<file path="config.mk">
export PLATFORM = sky130hd
export DESIGN_NAME = pasm_merge
export DESIGN_NICKNAME = d
export VERILOG_FILES = /design/src/rtl/polynomial_add_sub_mul_assert.svh /design/src/rtl/pasm_pkg.sv /design/src/rtl/pasm_merge.sv
export SDC_FILE = /design/constraint.sdc
export NUM_CORES = 1
export LEC_CHECK = 0
export BUFFER_PORTS_ARGS = -buffer_cell sky130_fd_sc_hd__clkbuf_2
export CAP_MARGIN = 5
export CORE_ASPECT_RATIO = 0.75
export CORE_MARGIN = 3
export CORE_UTILIZATION = 50
export CTS_CLUSTER_SIZE = 20
export DETAILED_ROUTE_END_ITERATION = 8
export PLACE_DENSITY_LB_ADDON = 0.08
export SETUP_SLACK_MARGIN = 0.1
export SYNTH_ARGS = -nofsm -noshare
export SYNTH_HDL_FRONTEND = slang
export SYNTH_SLANG_ARGS = --single-unit
</file>
<file path="constraint.sdc">
create_clock -name i_clk -period 4.29 [get_ports i_clk]
set_input_delay 0.858 -clock i_clk [delete_from_list [all_inputs] [get_ports i_clk]]
set_output_delay 0.858 -clock i_clk [all_outputs]
set_load 0.01 [all_outputs]
</file>
<file path="src/rtl/polynomial_add_sub_mul_assert.svh">
// ----------------------------------------------------------------------------
// Polynomial add/sub/mul assertion macros
// Concurrent checks on the block clock, held off while reset is asserted.
// ----------------------------------------------------------------------------
`ifndef POLYNOMIAL_ADD_SUB_MUL_ASSERT_SVH
`define POLYNOMIAL_ADD_SUB_MUL_ASSERT_SVH

`ifndef NO_ASSERTIONS
// same-cycle implication
`define PASM_ASSERT_NOW(lbl, ante, cons) \
    lbl: assert property (@(posedge i_clk) disable iff (!i_rst_n) (ante) |-> (cons)) \
        else $error("polynomial_add_sub_mul: check failed");
// next-cycle implication
`define PASM_ASSERT_NEXT(lbl, ante, cons) \
    lbl: assert property (@(posedge i_clk) disable iff (!i_rst_n) (ante) |=> (cons)) \
        else $error("polynomial_add_sub_mul: check failed");
`else
`define PASM_ASSERT_NOW(lbl, ante, cons)
`define PASM_ASSERT_NEXT(lbl, ante, cons)
`endif

`endif

</file>
<file path="src/rtl/pasm_pkg.sv">
`timescale 1ns / 1ps
// ----------------------------------------------------------------------------
// pasm_pkg
// Shared sizes, operation codes and pipeline tag type.
// ----------------------------------------------------------------------------
package pasm_pkg;

    localparam int MAX_TERMS = 16;
    localparam int OUT_LIMIT = 31;
    localparam int DEG_W     = 5;
    localparam int COEF_W    = 32;
    localparam int OP_W      = 2;
    // load count holds 0 .. MAX_TERMS
    localparam int N_W       = $clog2(MAX_TERMS + 1);
    localparam int IDX_W     = (MAX_TERMS > 1) ? $clog2(MAX_TERMS) : 1;
    // adder tree depth and lane count rounded up to a power of two
    localparam int LVL       = $clog2(MAX_TERMS);
    localparam int LANES     = 1 << LVL;
    // wide enough for 2*MAX_TERMS-1 and OUT_LIMIT
    localparam int CMP_W     = 7;

    localparam logic [OP_W-1:0] OP_SUB = 2'd1;
    localparam logic [OP_W-1:0] OP_MUL = 2'd2;

    typedef logic signed [COEF_W-1:0] t_coef;

    typedef struct packed {
        logic [DEG_W-1:0] degree;
        logic             last;
        logic             drop;
        logic             is_mul;
        t_coef            addsub;
    } t_tag;

endpackage

</file>
<file path="src/rtl/pasm_merge.sv">
`timescale 1ns / 1ps
// ----------------------------------------------------------------------------
// pasm_merge
// Registered adder tree over lane products; tag and add/sub result alongside.
// ----------------------------------------------------------------------------
module pasm_merge import pasm_pkg::*; (
    input  logic  i_clk,
    input  logic  i_rst_n,
    input  logic  i_adv,
    input  logic  i_valid,
    input  t_tag  i_tag,
    input  t_coef i_prod [LANES],
    output logic  o_valid,
    output t_tag  o_tag,
    output t_coef o_coef
);

    // heap order: node j sums nodes 2j and 2j+1, leaves from LANES up
    t_coef w_node [2*LANES];
    t_coef r_node [LANES];
    t_tag  w_tag  [LVL+1];
    t_tag  r_tag  [LVL+1];
    logic  w_valid [LVL+1];
    logic  r_valid [LVL+1];

    always_comb begin
        w_node[0] = '0;
        for (int j = 1; j < 2*LANES; j++) begin
            w_node[j] = (j >= LANES) ? i_prod[j-LANES] : r_node[j];
        end
        for (int l = 0; l <= LVL; l++) begin
            w_tag[l]   = (l == 0) ? i_tag   : r_tag[l];
            w_valid[l] = (l == 0) ? i_valid : r_valid[l];
        end
    end

    always_ff @(posedge i_clk) begin
        if (i_adv) begin
            for (int j = 1; j < LANES; j++) begin
                r_node[j] <= w_node[2*j] + w_node[2*j+1];
            end
            for (int l = 1; l <= LVL; l++) begin
                r_tag[l] <= w_tag[l-1];
            end
        end
    end

    always_ff @(posedge i_clk) begin
        if (!i_rst_n) begin
            for (int l = 0; l <= LVL; l++) begin
                r_valid[l] <= 1'b0;
            end
        end else if (i_adv) begin
            for (int l = 1; l <= LVL; l++) begin
                r_valid[l] <= w_valid[l-1];
            end
        end
    end

    assign o_valid = w_valid[LVL];
    assign o_tag   = w_tag[LVL];
    assign o_coef  = w_tag[LVL].is_mul ? w_node[1] : w_tag[LVL].addsub;

endmodule

</file>
Yosys cells after proc, flatten, opt, wreduce, memory -nomap -nowiden
Memories as Yosys holds them, arrays and structs flattened.
Index checks and enable logic that the tools add are counted.
- muxes and demuxes: 10
- bitwise operators: 4
- add/sub/neg operators: 15
- operator list (cell ; count):
    $add A32 B32 Y32 ; 15
    $mux W32 ; 1
    $mux W1 ; 9
    $or A1 B1 Y1 ; 4
- output and inout bits: 73
- flip-flop bits (word level): 0
- memories kept: 3
- input bits: 556
- RAM bits: 717
- word-level logic and storage cells: 32
- memories (memory ; words ; bits a word ; rd ports ; clocked after memory_dff ; wr ports ; RTL line ; source):
    r_node ; 16 ; 32 ; 15 ; 0 ; 15 ; pasm_merge.sv:20 ; t_coef r_node [LANES];
    r_tag ; 5 ; 40 ; 4 ; 0 ; 4 ; pasm_merge.sv:22 ; t_tag r_tag [LVL+1];
    r_valid ; 5 ; 1 ; 4 ; 0 ; 5 ; pasm_merge.sv:24 ; logic r_valid [LVL+1];

Longest topological paths before layout
- depth in word-level cells: 4
- mapped depth: 11
- depth with buffers taken out: 11

Worst setup path after synthesis
No wires, ideal clock.
- path type: input port to flip-flop
- from: input i_prod[192] (netlist bit)
- to: memory r_node[0][414] (netlist bit), data pin
- buffers on the path: 0
- setup slack: 467 ps
- arrival time: 3563 ps
- library setup time: 260 ps
- cell stages on the path: 11
- data required time: 4030 ps
- path through: ha_1 fa_1 a211o_1 a2111oi_4 o31ai_1 o41ai_4 o21ba_2 o21ai_1 a221o_1 a221oi_2 xnor2_1
- RTL lines (item ; RTL line ; source):
    start: declaration ; pasm_merge.sv:12 ; input t_coef i_prod [LANES],
    end: declaration ; pasm_merge.sv:20 ;

==> results.py <==
metrics = {
    "timing": {
        "period_needed_ns": 3.73,
        "drv_slew": 0,
        "setup_viol": 0,
        "rsz0062_at_grt": "no",
        "fin_crit_sh": 0.870,
        "finalClockSkew_ns": 0.0347,
        "slew_headroom": 0.421,
        "timing.fmax_mhz": 268,
        "tightest_slew_ns": 0.869,
        "setup_tns_ns": 0,
        "report.final.hold_viol_count": 0,
    },
    "cts": {
        "clk_latency_ns": 0.62,
        "cts_setup_buffers": 0,
        "ctsResizeCount": 0,
        "clock_sinks": 644,
        "htreeDepth": 3,
        "cts_tree": "built",
        "numCtsBuffers": 67,
        "path_clk_slew_ns": 0.06,
        "cts_hold_buf": 0,
        "cts-root-buf": "clkbuf_16",
        "cts_buffer_depth": 3,
    },
    "synthesis": {
        "syn_area_um2": 42700,
        "muxShareOfSynthArea": 0.00866,
        "synth-edff-count": 644,
        "synth_top_family_by_area": "compound AO/OA/AOI/OAI gates",
        "ys_async_sr_fraction": 0,
        "synth_warnings": 0,
        "synth_seq_cells": 644,
        "syn_area_per_cell_um2": 11.0,
        "synthTopCellsByArea": "edfxtp_1 45%, ha_1 14%, xnor2_1 5.7%",
        "synth_compound_area_frac": 0.195,
        "synth-xor-area-share": 0.0873,
        "yosys.area.top_type": "edfxtp_1",
        "syn_inst": 3885,
        "ys_seq_area_frac": 0.452,
        "synth_cell_types": 84,
        "synth_top_area_frac": 0.452,
        "syn_nets": 4921,
        "ys.flop_type": "edfxtp_1",
        "synth_fa_ha_area_frac": 0.143,
        "yosys.area_share.simple": 0.0941,
    },
    "floorplan": {
        "ios": 629,
        "start_util": 0.507,
        "core_area_um2": 84400,
        "dieArea_um2": 89100,
        "die_x_um": 344,
        "fp.dieH_um": 259,
        "rows": 92,
    },
    "routing": {
        "wl_met1_um": 56200,
        "vias": 32900,
        "firstDrtPassIters": 5,
        "drc": 0,
        "wire_per_inst_um": 20.0,
        "wl_met3_um": 8720,
        "ant_nets": 0,
        "wl_um": 114000,
        "route.met2.wl_um": 47000,
        "highest_layer": "met5",
        "dr.first_iter.drc_count": 2708,
        "vias_per_cell": 5.75,
    },
    "layout": {
        "n_fill_cell": 7228,
        "area_growth_pct": 15.6,
        "mostFrequentLayoutCells": "644 x edfxtp_1, 627 x clkbuf_2, 465 x ha_1",
        "final_net_count": 5566,
        "drive_above_1_share": 0.182,
        "mostFrequentLayoutCell": "edfxtp_1",
    },
    "setup_path": {
        "cpPeakStageDelay_ns": 0.51,
        "cp_num_buf_inv": 0,
        "crit_family": "compound AO/OA/AOI/OAI gates",
        "critPathRequiredTime_ns": 4.62,
        "end_kind": "flop",
        "critical_path.max_fanout": 4,
        "r2r_start": "r_node[0][385]",
        "cp_data_arrival_time_ns": 4.06,
        "start_kind": "flop",
        "path_cells": "ha_1, a211oi_1, o21ai_1, a211oi_1, o21ai_1, a31oi_1, o21ai_1, a21boi_1, nor2_1, a211oi_1",
        "cp_slowest_cell": "a211oi_1",
        "r2r_cells": 10,
        "regToRegEndpoint": "r_node[0][217]",
        "ff2ff_setup_slack_ns": 0.56,
        "crit_type": "reg -> reg",
    },
    "worst_hold_path": {
        "min_from": "r_tag[0][69]",
        "holdPathStages": 0,
        "hp-class": "reg -> reg",
        "hold_path_end": "r_tag[0][109]",
    },
    "job": {
        "maxCapViolations": 0,
    },
    "placement": {
        "port-buffer-count": 628,
        "routabilityCongestion": 0.932,
        "dp_hpwl_um": 93800,
    },
    "power": {
        "total_power_mw": 28.0,
        "power.leakage_nw": 21.1,
        "vdd_drop_max_uv": 311,
        "power_density_nw_per_um2": 567,
    },
    "global_routing": {
        "grt_pass1_vias": 30900,
        "grt_pass1_wl_um": 173000,
        "grt_usage": 0.250,
        "grt_overflow": 0,
        "grt_max_degree": 98,
        "antenna_found_initial": 8,
    },
    "outcome": {
        "outcome": "finished, final reports clean",
    },
}
[metrics by stage]
step | utilization | hold WS, ns | instances | area, µm² | worst slack, ns
CTS | 0.586 | 0.355 | 5710 | 49400 | 0.600
finish | 0.586 | 0.398 | 5717 | 49400 | 0.559
global placement | 0.560 | 0.400 | 5589 | 47200 | 0.0850
global route | 0.586 | 0.370 | 5713 | 49400 | 0.274
floorplan | - | 0.400 | 3885 | 42700 | 0.467
detailed placement | 0.560 | 0.405 | 5589 | 47200 | 0.0605
[cells in the mapped netlist, drive strengths merged (38+ instances only)]
cell      n
a211oi   62
a21o    242
a21oi   379
a31oi    47
and3     47
buf      43
clkbuf   53
edfxtp  644
ha      465
inv      84
nand2   221
nand2b   38
nand3    84
nand4    51
nor2    232
nor2b    39
nor3     51
o21a     53
o21ai   231
o21bai   55
xnor2   276
xor2    150
[registers in the layout (all words and copies together) (netlist names)]
name	cells
r_node	480
r_valid	4
r_tag	160
[where the power goes]
group,switching [mW],total (mW),internal (mW)
clock network,2.50,5.70,3.20
registers,0.763,10.1,9.30
logic,7.09,12.3,5.19
[kinds of logic (layout without fill, tap and decap cells)]
logic type	after synthesis	after routing
fa+ha+maj	480	480
flops	644	644
buf+inv	180	877
simple gates	838	838
mux	33	33
compound gates	1284	1284
other cells	0	7
xor+xnor	426	426
[final cells by class]
type                            count  area (µm²)  share of cell area
Clock inverter                     41         467             0.00944
Tap cell                         1128        1410              0.0286
Inverter                           84         315             0.00638
Multi-Input combinational cell   3061       22600               0.457
Timing Repair Buffer              672        3570              0.0722
Antenna cell                        7        17.5            0.000354
Clock buffer                       80        1730              0.0349
Sequential cell                   644       19300               0.391
[worst max path at each step]
stage / from / end / cells after the start
after global placement: i_prod[64] / r_node[0][478] / 12
final: r_node[0][385] / r_node[0][217] / 10
after floorplan: i_prod[192] / r_node[0][414] / 11
after global routing: r_node[0][385] / r_node[0][217] / 10
after detailed placement: i_prod[448] / r_node[0][284] / 12
after CTS: r_node[0][385] / r_node[0][217] / 10
[layer usage]
layer  vias to the layer above  track usage
li1                      16200            -
met3                       129       0.0496
met1                     15500        0.390
met5                         -            0
met2                      1057        0.354
met4                         2       0.0566
[worst reg2reg max path, delay by kind of cell (launching register included)]
family	cells	cell delay (ns)
DFF	1	0.44
AOI/OAI and AO/OA	8	2.56
adders and majority gates	1	0.34
and+or+nand+nor	1	0.10
Power figures use the tool's default switching activity.
