`config.mk`:
```
export PLATFORM = sky130hd
export DESIGN_NAME = pasm_lane
export DESIGN_NICKNAME = d
export VERILOG_FILES = /design/src/rtl/polynomial_add_sub_mul_assert.svh /design/src/rtl/pasm_pkg.sv /design/src/rtl/pasm_lane.sv
export SDC_FILE = /design/constraint.sdc
export NUM_CORES = 1
export LEC_CHECK = 0
export BUFFER_PORTS_ARGS = -buffer_cell sky130_fd_sc_hd__buf_2
export CAP_MARGIN = 20
export CELL_PAD_IN_SITES_DETAIL_PLACEMENT = 1
export CELL_PAD_IN_SITES_GLOBAL_PLACEMENT = 2
export CORE_ASPECT_RATIO = 1.1
export CORE_MARGIN = 3
export CORE_UTILIZATION = 30
export CTS_BUF_LIST = sky130_fd_sc_hd__clkbuf_16
export CTS_CLUSTER_SIZE = 25
export DETAILED_ROUTE_END_ITERATION = 16
export GPL_TIMING_DRIVEN = 0
export PLACE_DENSITY = 0.76
export SLEW_MARGIN = 20
export SYNTH_ARGS = -nofsm -noshare
export SYNTH_HDL_FRONTEND = slang
export SYNTH_SLANG_ARGS = --single-unit
```
`constraint.sdc`:
```
create_clock -name i_clk -period 6.4 [get_ports i_clk]
set_input_delay 0 -clock i_clk [delete_from_list [all_inputs] [get_ports i_clk]]
set_output_delay 0 -clock i_clk [all_outputs]
set_load 0.05 [all_outputs]
```
`src/rtl/polynomial_add_sub_mul_assert.svh`:
```
// ----------------------------------------------------------------------------
// Polynomial add/sub/mul assertion macros
// Concurrent checks on the block clock, held off while reset is asserted.
// ----------------------------------------------------------------------------
`ifndef POLYNOMIAL_ADD_SUB_MUL_ASSERT_SVH
`define POLYNOMIAL_ADD_SUB_MUL_ASSERT_SVH

`ifndef NO_ASSERTIONS
// same-cycle implication
`define PASM_ASSERT_NOW(lbl, ante, cons) \
    lbl: assert property (@(posedge i_clk) disable iff (!i_rst_n) (ante) |-> (cons)) \
        else $error("polynomial_add_sub_mul: check failed");
// next-cycle implication
`define PASM_ASSERT_NEXT(lbl, ante, cons) \
    lbl: assert property (@(posedge i_clk) disable iff (!i_rst_n) (ante) |=> (cons)) \
        else $error("polynomial_add_sub_mul: check failed");
`else
`define PASM_ASSERT_NOW(lbl, ante, cons)
`define PASM_ASSERT_NEXT(lbl, ante, cons)
`endif

`endif

```
`src/rtl/pasm_pkg.sv`:
```
`timescale 1ns / 1ps
// ----------------------------------------------------------------------------
// pasm_pkg
// Shared sizes, operation codes and pipeline tag type.
// ----------------------------------------------------------------------------
package pasm_pkg;

    localparam int MAX_TERMS = 16;
    localparam int OUT_LIMIT = 31;
    localparam int DEG_W     = 5;
    localparam int COEF_W    = 32;
    localparam int OP_W      = 2;
    // load count holds 0 .. MAX_TERMS
    localparam int N_W       = $clog2(MAX_TERMS + 1);
    localparam int IDX_W     = (MAX_TERMS > 1) ? $clog2(MAX_TERMS) : 1;
    // adder tree depth and lane count rounded up to a power of two
    localparam int LVL       = $clog2(MAX_TERMS);
    localparam int LANES     = 1 << LVL;
    // wide enough for 2*MAX_TERMS-1 and OUT_LIMIT
    localparam int CMP_W     = 7;

    localparam logic [OP_W-1:0] OP_SUB = 2'd1;
    localparam logic [OP_W-1:0] OP_MUL = 2'd2;

    typedef logic signed [COEF_W-1:0] t_coef;

    typedef struct packed {
        logic [DEG_W-1:0] degree;
        logic             last;
        logic             drop;
        logic             is_mul;
        t_coef            addsub;
    } t_tag;

endpackage

```
`src/rtl/pasm_lane.sv`:
```
`timescale 1ns / 1ps
// ----------------------------------------------------------------------------
// pasm_lane
// One multiply lane: registered low word of a coefficient product.
// ----------------------------------------------------------------------------
module pasm_lane import pasm_pkg::*; (
    input  logic  i_clk,
    input  logic  i_en,
    input  logic  i_on,
    input  t_coef i_a,
    input  t_coef i_b,
    output t_coef o_prod
);

    t_coef w_prod;
    t_coef r_prod;

    // low word only: wraps the same for signed and unsigned
    assign w_prod = i_a * i_b;

    always_ff @(posedge i_clk) begin
        if (i_en) begin
            r_prod <= i_on ? w_prod : '0;
        end
    end

    assign o_prod = r_prod;

endmodule

```
* Word level (Yosys, flattened, before mapping)
Cells that the tools add are included.
** Word-level totals
- Flip-flop bits (word level) :: 32
- Input port bits :: 67
- Output and inout port bits :: 32
- Word-level logic and storage cells :: 2
** Cells by class
- Multipliers :: 1
** Operator list (number)
- 32-bit by 32-bit multiplier with 32-bit output :: 1

* Longest topological paths before layout
- Word-level depth :: 1
- Mapped depth :: 26
- Mapped depth without buffers :: 25

* Worst setup path before layout
OpenSTA, ideal clock, no wires.
- Path kind :: input-to-reg
- Start :: input i_a[12]
- End :: register r_prod[28] (netlist: o_prod[28]) (data pin)
- Library setup time :: 0.259 ns
- Data arrival time :: 6.362 ns
- Slack :: -0.221 ns
- Stages :: 24
- Path through :: clkbuf_1 -> clkbuf_1 -> and2_1 -> fa_1 -> fa_1 -> fa_1 -> inv_1 -> fa_1 -> inv_1 -> fa_1 -> inv_1 -> fa_1 -> inv_1 -> fa_1 -> fa_1 -> ha_1 -> clkbuf_1 -> a21o_1 -> a221o_1 -> a21oi_1 -> o2bb2ai_1 -> a211oi_2 -> mux2i_1 -> a21boi_1
** Between the ends
- Cells in the longest elaborated chain, start to end :: 1
** RTL lines
- start: declaration :: line pasm_lane.sv:10 : input t_coef i_a,
- 32-bit by 32-bit multiplier with 32-bit output :: line pasm_lane.sv:19 : assign w_prod = i_a * i_b;
- end signal: assignment :: line pasm_lane.sv:23 : r_prod <= i_on ? w_prod : '0;
- end: declaration :: line pasm_lane.sv:16 : t_coef r_prod;
Every way passes these cells.
A chain may end at the register's enable or synchronous reset.

* Final worst setup path
- Start :: input i_b[2]
- End :: register r_prod[29] (netlist: o_prod[29]) (data pin)
** Between the ends
- Cells in the longest elaborated chain, start to end :: 1
** RTL lines
- start: declaration :: line pasm_lane.sv:11 : input t_coef i_b,
- 32-bit by 32-bit multiplier with 32-bit output :: line pasm_lane.sv:19
Every way passes these cells.

==> metrics.txt <==
# TYPE chip_impl_metric gauge
chip_impl_metric{name="post-route-drc-count",unit=""} 0
chip_impl_info{name="synth_most_common_cell",value="inv_1"} 1
chip_impl_metric{name="ys_types",unit=""} 47
chip_impl_info{name="dr.max_layer_used",value="met5"} 1
chip_impl_metric{name="preCtsSetupSlack",unit="ps"} -1390
chip_impl_metric{name="fp.dieArea",unit="sq um"} 61400
chip_impl_info{name="cts_tree",value="done"} 1
chip_impl_metric{name="crit_arrival",unit="ps"} 6300
chip_impl_metric{name="final_antenna_net_count",unit=""} 0
chip_impl_metric{name="min_period",unit="ps"} 6270
chip_impl_metric{name="overflow",unit=""} 0
chip_impl_metric{name="port_bufs",unit=""} 91
chip_impl_metric{name="design.final.nets",unit=""} 2631
chip_impl_metric{name="timing.final.max_slew_violations",unit=""} 0
chip_impl_metric{name="core",unit="sq um"} 57600
chip_impl_metric{name="hpwl_detailed",unit="mm"} 51.7
chip_impl_metric{name="n_antenna_cell",unit=""} 0
chip_impl_metric{name="die_height",unit="um"} 260
chip_impl_metric{name="post_drt_via_cell_ratio",unit=""} 4.71
chip_impl_metric{name="worst_pin_slew",unit="ps"} 794
chip_impl_info{name="worstHoldPathType",value="input pin to flop"} 1
chip_impl_metric{name="timing.critical_path.buf_inv",unit=""} 9
chip_impl_metric{name="detailroute.wirelength.met3",unit="mm"} 2.90
chip_impl_metric{name="first_pass_iters",unit=""} 5
chip_impl_metric{name="pin_count_of_the_biggest_net_entering_global_routing",unit=""} 33
chip_impl_metric{name="routed-wl-met2",unit="mm"} 30.9
chip_impl_info{name="result_of_the_run",value="finished, final reports clean"} 1
chip_impl_info{name="worst_setup_path_end_kind",value="flop"} 1
chip_impl_metric{name="yosysTopAreaCellShare",unit=""} 0.466
chip_impl_metric{name="area_delta_synth_final",unit="%"} 17.9
chip_impl_metric{name="relSlewSlack",unit=""} 0.471
chip_impl_metric{name="placement_rows",unit=""} 92
chip_impl_info{name="critPathLaunch",value="i_b[2]"} 1
chip_impl_info{name="worst-setup-path-type",value="input pin to flop"} 1
chip_impl_metric{name="via_count",unit=""} 13003
chip_impl_metric{name="drt-total-wl",unit="mm"} 61.3
chip_impl_info{name="highest_delay_cell_along_the_critical_path",value="fa_2"} 1
chip_impl_metric{name="first_iter_violations",unit=""} 634
chip_impl_metric{name="start_util",unit=""} 0.305
chip_impl_metric{name="critPathMaxStageDelay",unit="ps"} 580
chip_impl_info{name="synth.top_cells.by_count",value="440 x inv_1, 408 x fa_1, 357 x and2_1, 209 x nand2_1, 150 x ha_1"} 1
chip_impl_metric{name="via_count_of_the_first_global_routing_pass",unit=""} 15056
chip_impl_metric{name="max-cap-violations",unit=""} 0
chip_impl_metric{name="required_time_worst_endpoint",unit="ps"} 6430
chip_impl_metric{name="number_of_levels_the_h_tree_was_split_into",unit=""} 2
chip_impl_metric{name="depth_of_the_critical_timing_path_with_buffers_and_inverters_included",unit=""} 23
chip_impl_metric{name="gp_routability_congestion",unit=""} 0.908
chip_impl_info{name="synth.largest_area_cell",value="fa_1"} 1
chip_impl_metric{name="final_total_negative_setup_slack",unit="ps"} 0
chip_impl_metric{name="synth_net_count",unit=""} 2508
chip_impl_metric{name="grt_first_pass_wirelength",unit="mm"} 92.1
chip_impl_metric{name="postSynthRegisterBits",unit=""} 32
chip_impl_metric{name="hold_viol_final",unit=""} 0
chip_impl_metric{name="layout-drive-gt1-share",unit=""} 0.149
chip_impl_metric{name="grtUsageTotal",unit=""} 0.199
chip_impl_metric{name="post-route-period-util",unit=""} 0.979
chip_impl_metric{name="fillerInstances",unit=""} 6627
chip_impl_info{name="worst_path_most_repeated_cell",value="fa_1"} 1
chip_impl_metric{name="largest_reg_flops",unit=""} 32
chip_impl_metric{name="cp_max_fo",unit=""} 7
chip_impl_metric{name="path_clk_slew",unit="ps"} 50
chip_impl_info{name="worst_setup_path_start_kind",value="input pin"} 1
chip_impl_info{name="synth_top_cells_by_area",value="fa_1 47%, and2_1 13%, ha_1 11%"} 1
chip_impl_metric{name="cts_buffers",unit=""} 5
chip_impl_metric{name="worst_slack",unit="ps"} 134
chip_impl_metric{name="timing.final.setup_violations",unit=""} 0
chip_impl_info{name="worstSetupEndpoint",value="o_prod[29]"} 1
chip_impl_metric{name="antenna_found_initial",unit=""} 5
chip_impl_metric{name="synthCells",unit=""} 1883
chip_impl_metric{name="post_layout_inst_area",unit="sq um"} 20700
chip_impl_info{name="clockRootBuffer",value="clkbuf_16"} 1
chip_impl_metric{name="async_reset_ff_frac",unit=""} 0
chip_impl_metric{name="post_synth_edffs",unit=""} 32
chip_impl_metric{name="routedLengthMet1",unit="mm"} 24.8
chip_impl_info{name="worstHoldStart",value="i_a[0]"} 1
chip_impl_metric{name="synth.cell_area",unit="sq um"} 17500
chip_impl_metric{name="cts.sink_count",unit=""} 32
chip_impl_metric{name="floorplan.die.width",unit="um"} 237
chip_impl_metric{name="fmax",unit="GHz"} 0.160
chip_impl_info{name="gate_family_responsible_for_the_most_delay_along_the_worst_path",value="adder cells"} 1
chip_impl_info{name="synth-main-ff-cell",value="edfxtp_1"} 1
chip_impl_metric{name="top_level_ports",unit=""} 99
chip_impl_metric{name="finalCoreUtilization",unit=""} 0.359
chip_impl_metric{name="number_of_warnings_reported_in_the_yosys_synthesis_log",unit=""} 0
chip_impl_metric{name="postSynthAreaPerCell",unit="sq um"} 9.31
chip_impl_metric{name="clockBufferDepth",unit=""} 2
chip_impl_info{name="cells_traversed_along_the_worst_timing_path",value="buf_8 > clkbuf_16 > clkbuf_16 > buf_4 > buf_4 > nand2_1 > fa_2 > fa_1 > fa_2 > fa_1 > inv_1 > fa_1 > fa_1 > fa_1 > inv_1 > fa_2 > inv_1 > ha_4 > inv_1 > or3_1 > o31ai_2 > xnor2_1 > and2_1"} 1
chip_impl_metric{name="ys_seq_area_frac",unit=""} 0.0548
chip_impl_info{name="rsz_0062_raised_after_global_routing",value="yes"} 1
chip_impl_metric{name="postCtsHoldBufs",unit=""} 0
chip_impl_metric{name="postPlaceCellArea",unit="sq um"} 19000
chip_impl_metric{name="drt-wirelength-per-cell",unit="um"} 22.2
## how the worst min path moves through the flow
stage                      to  slack (ps)  depth (start not counted)
global placement    o_prod[0]         490                          2
global route        o_prod[0]         230                          2
CTS                 o_prod[0]         190                          2
floorplan           o_prod[0]         110                          0
finish              o_prod[0]         210                          2
detailed placement  o_prod[0]         480                          2
## repair_timing
| action | in CTS | in global routing |
|---|---|---|
| setup buffers | 14 | 16 |
| resized for setup | 225 | 185 |
| endpoints found under the setup margin | 18 | 13 |
| gates cloned | 0 | 5 |
| pin swaps | 33 | 71 |
## final cells by class
type,instances,area (sq um),share of cell area
multi-input combinational,1321,14900,0.722
clock inverter,3,38.8,0.00188
clock buffer,5,125,0.00605
buffer,81,1090,0.0529
inverter,440,1650,0.0798
tap,752,941,0.0455
sequential,32,961,0.0465
timing repair buffer,125,930,0.0449
## stage by stage
| stage | cells | hold WS [ps] |
|---|---|---|
| 2_1_floorplan | 1883 | 112 |
| 3_3_place_gp | 2726 | 486 |
| 3_5_place_dp | 2726 | 480 |
| 4_1_cts | 2740 | 193 |
| 5_1_grt | 2759 | 229 |
| 6_report | 2759 | 209 |
## logic make-up after synthesis
family                   Yosys count  synth area share
AO/OA/AOI/OAI                     74            0.0308
AND/OR/NAND/NOR                  605             0.185
flip-flops                        32            0.0548
adder cells (fa/ha/maj)          558             0.573
buffers and inverters            530             0.114
multiplexers                       3           0.00171
XOR/XNOR                          81            0.0412
## per-layer routing
layer,track usage,up-vias
li1,-,5696
met1,0.251,6841
met2,0.360,361
met3,0.0169,103
met4,0.0675,2
met5,0,-
## layout by cell type (no fill, tap or decap), types with 3 or more instances in the layout
cell | Yosys | final
inv_1 | 440 | 433
fa_1 | 408 | 382
and2_1 | 357 | 353
nand2_1 | 209 | 205
ha_1 | 150 | 136
buf_2 | 3 | 70
xnor2_1 | 64 | 62
buf_4 | 0 | 43
edfxtp_1 | 32 | 32
fa_2 | 0 | 26
clkbuf_16 | 0 | 22
buf_6 | 0 | 21
buf_8 | 0 | 20
a21oi_1 | 26 | 16
xor2_1 | 16 | 16
o21ai_0 | 11 | 10
buf_12 | 0 | 9
clkbuf_2 | 0 | 9
clkbuf_8 | 0 | 8
inv_2 | 0 | 8
a21oi_2 | 0 | 8
a21o_1 | 7 | 7
nor2_1 | 8 | 7
ha_4 | 0 | 7
ha_2 | 0 | 7
nand2b_1 | 6 | 6
clkbuf_4 | 0 | 5
and3_1 | 6 | 5
o21ai_1 | 6 | 5
and2_4 | 0 | 4
clkbuf_1 | 87 | 4
a211oi_2 | 2 | 3
o21ai_2 | 1 | 3
or3_1 | 3 | 3
nand3_1 | 3 | 3
nand4_1 | 3 | 3
mux2i_1 | 3 | 3
nor2b_1 | 3 | 3
Power is not shown: default switching activity piles up to over one toggle a cycle in this logic, so the estimate is an artifact.
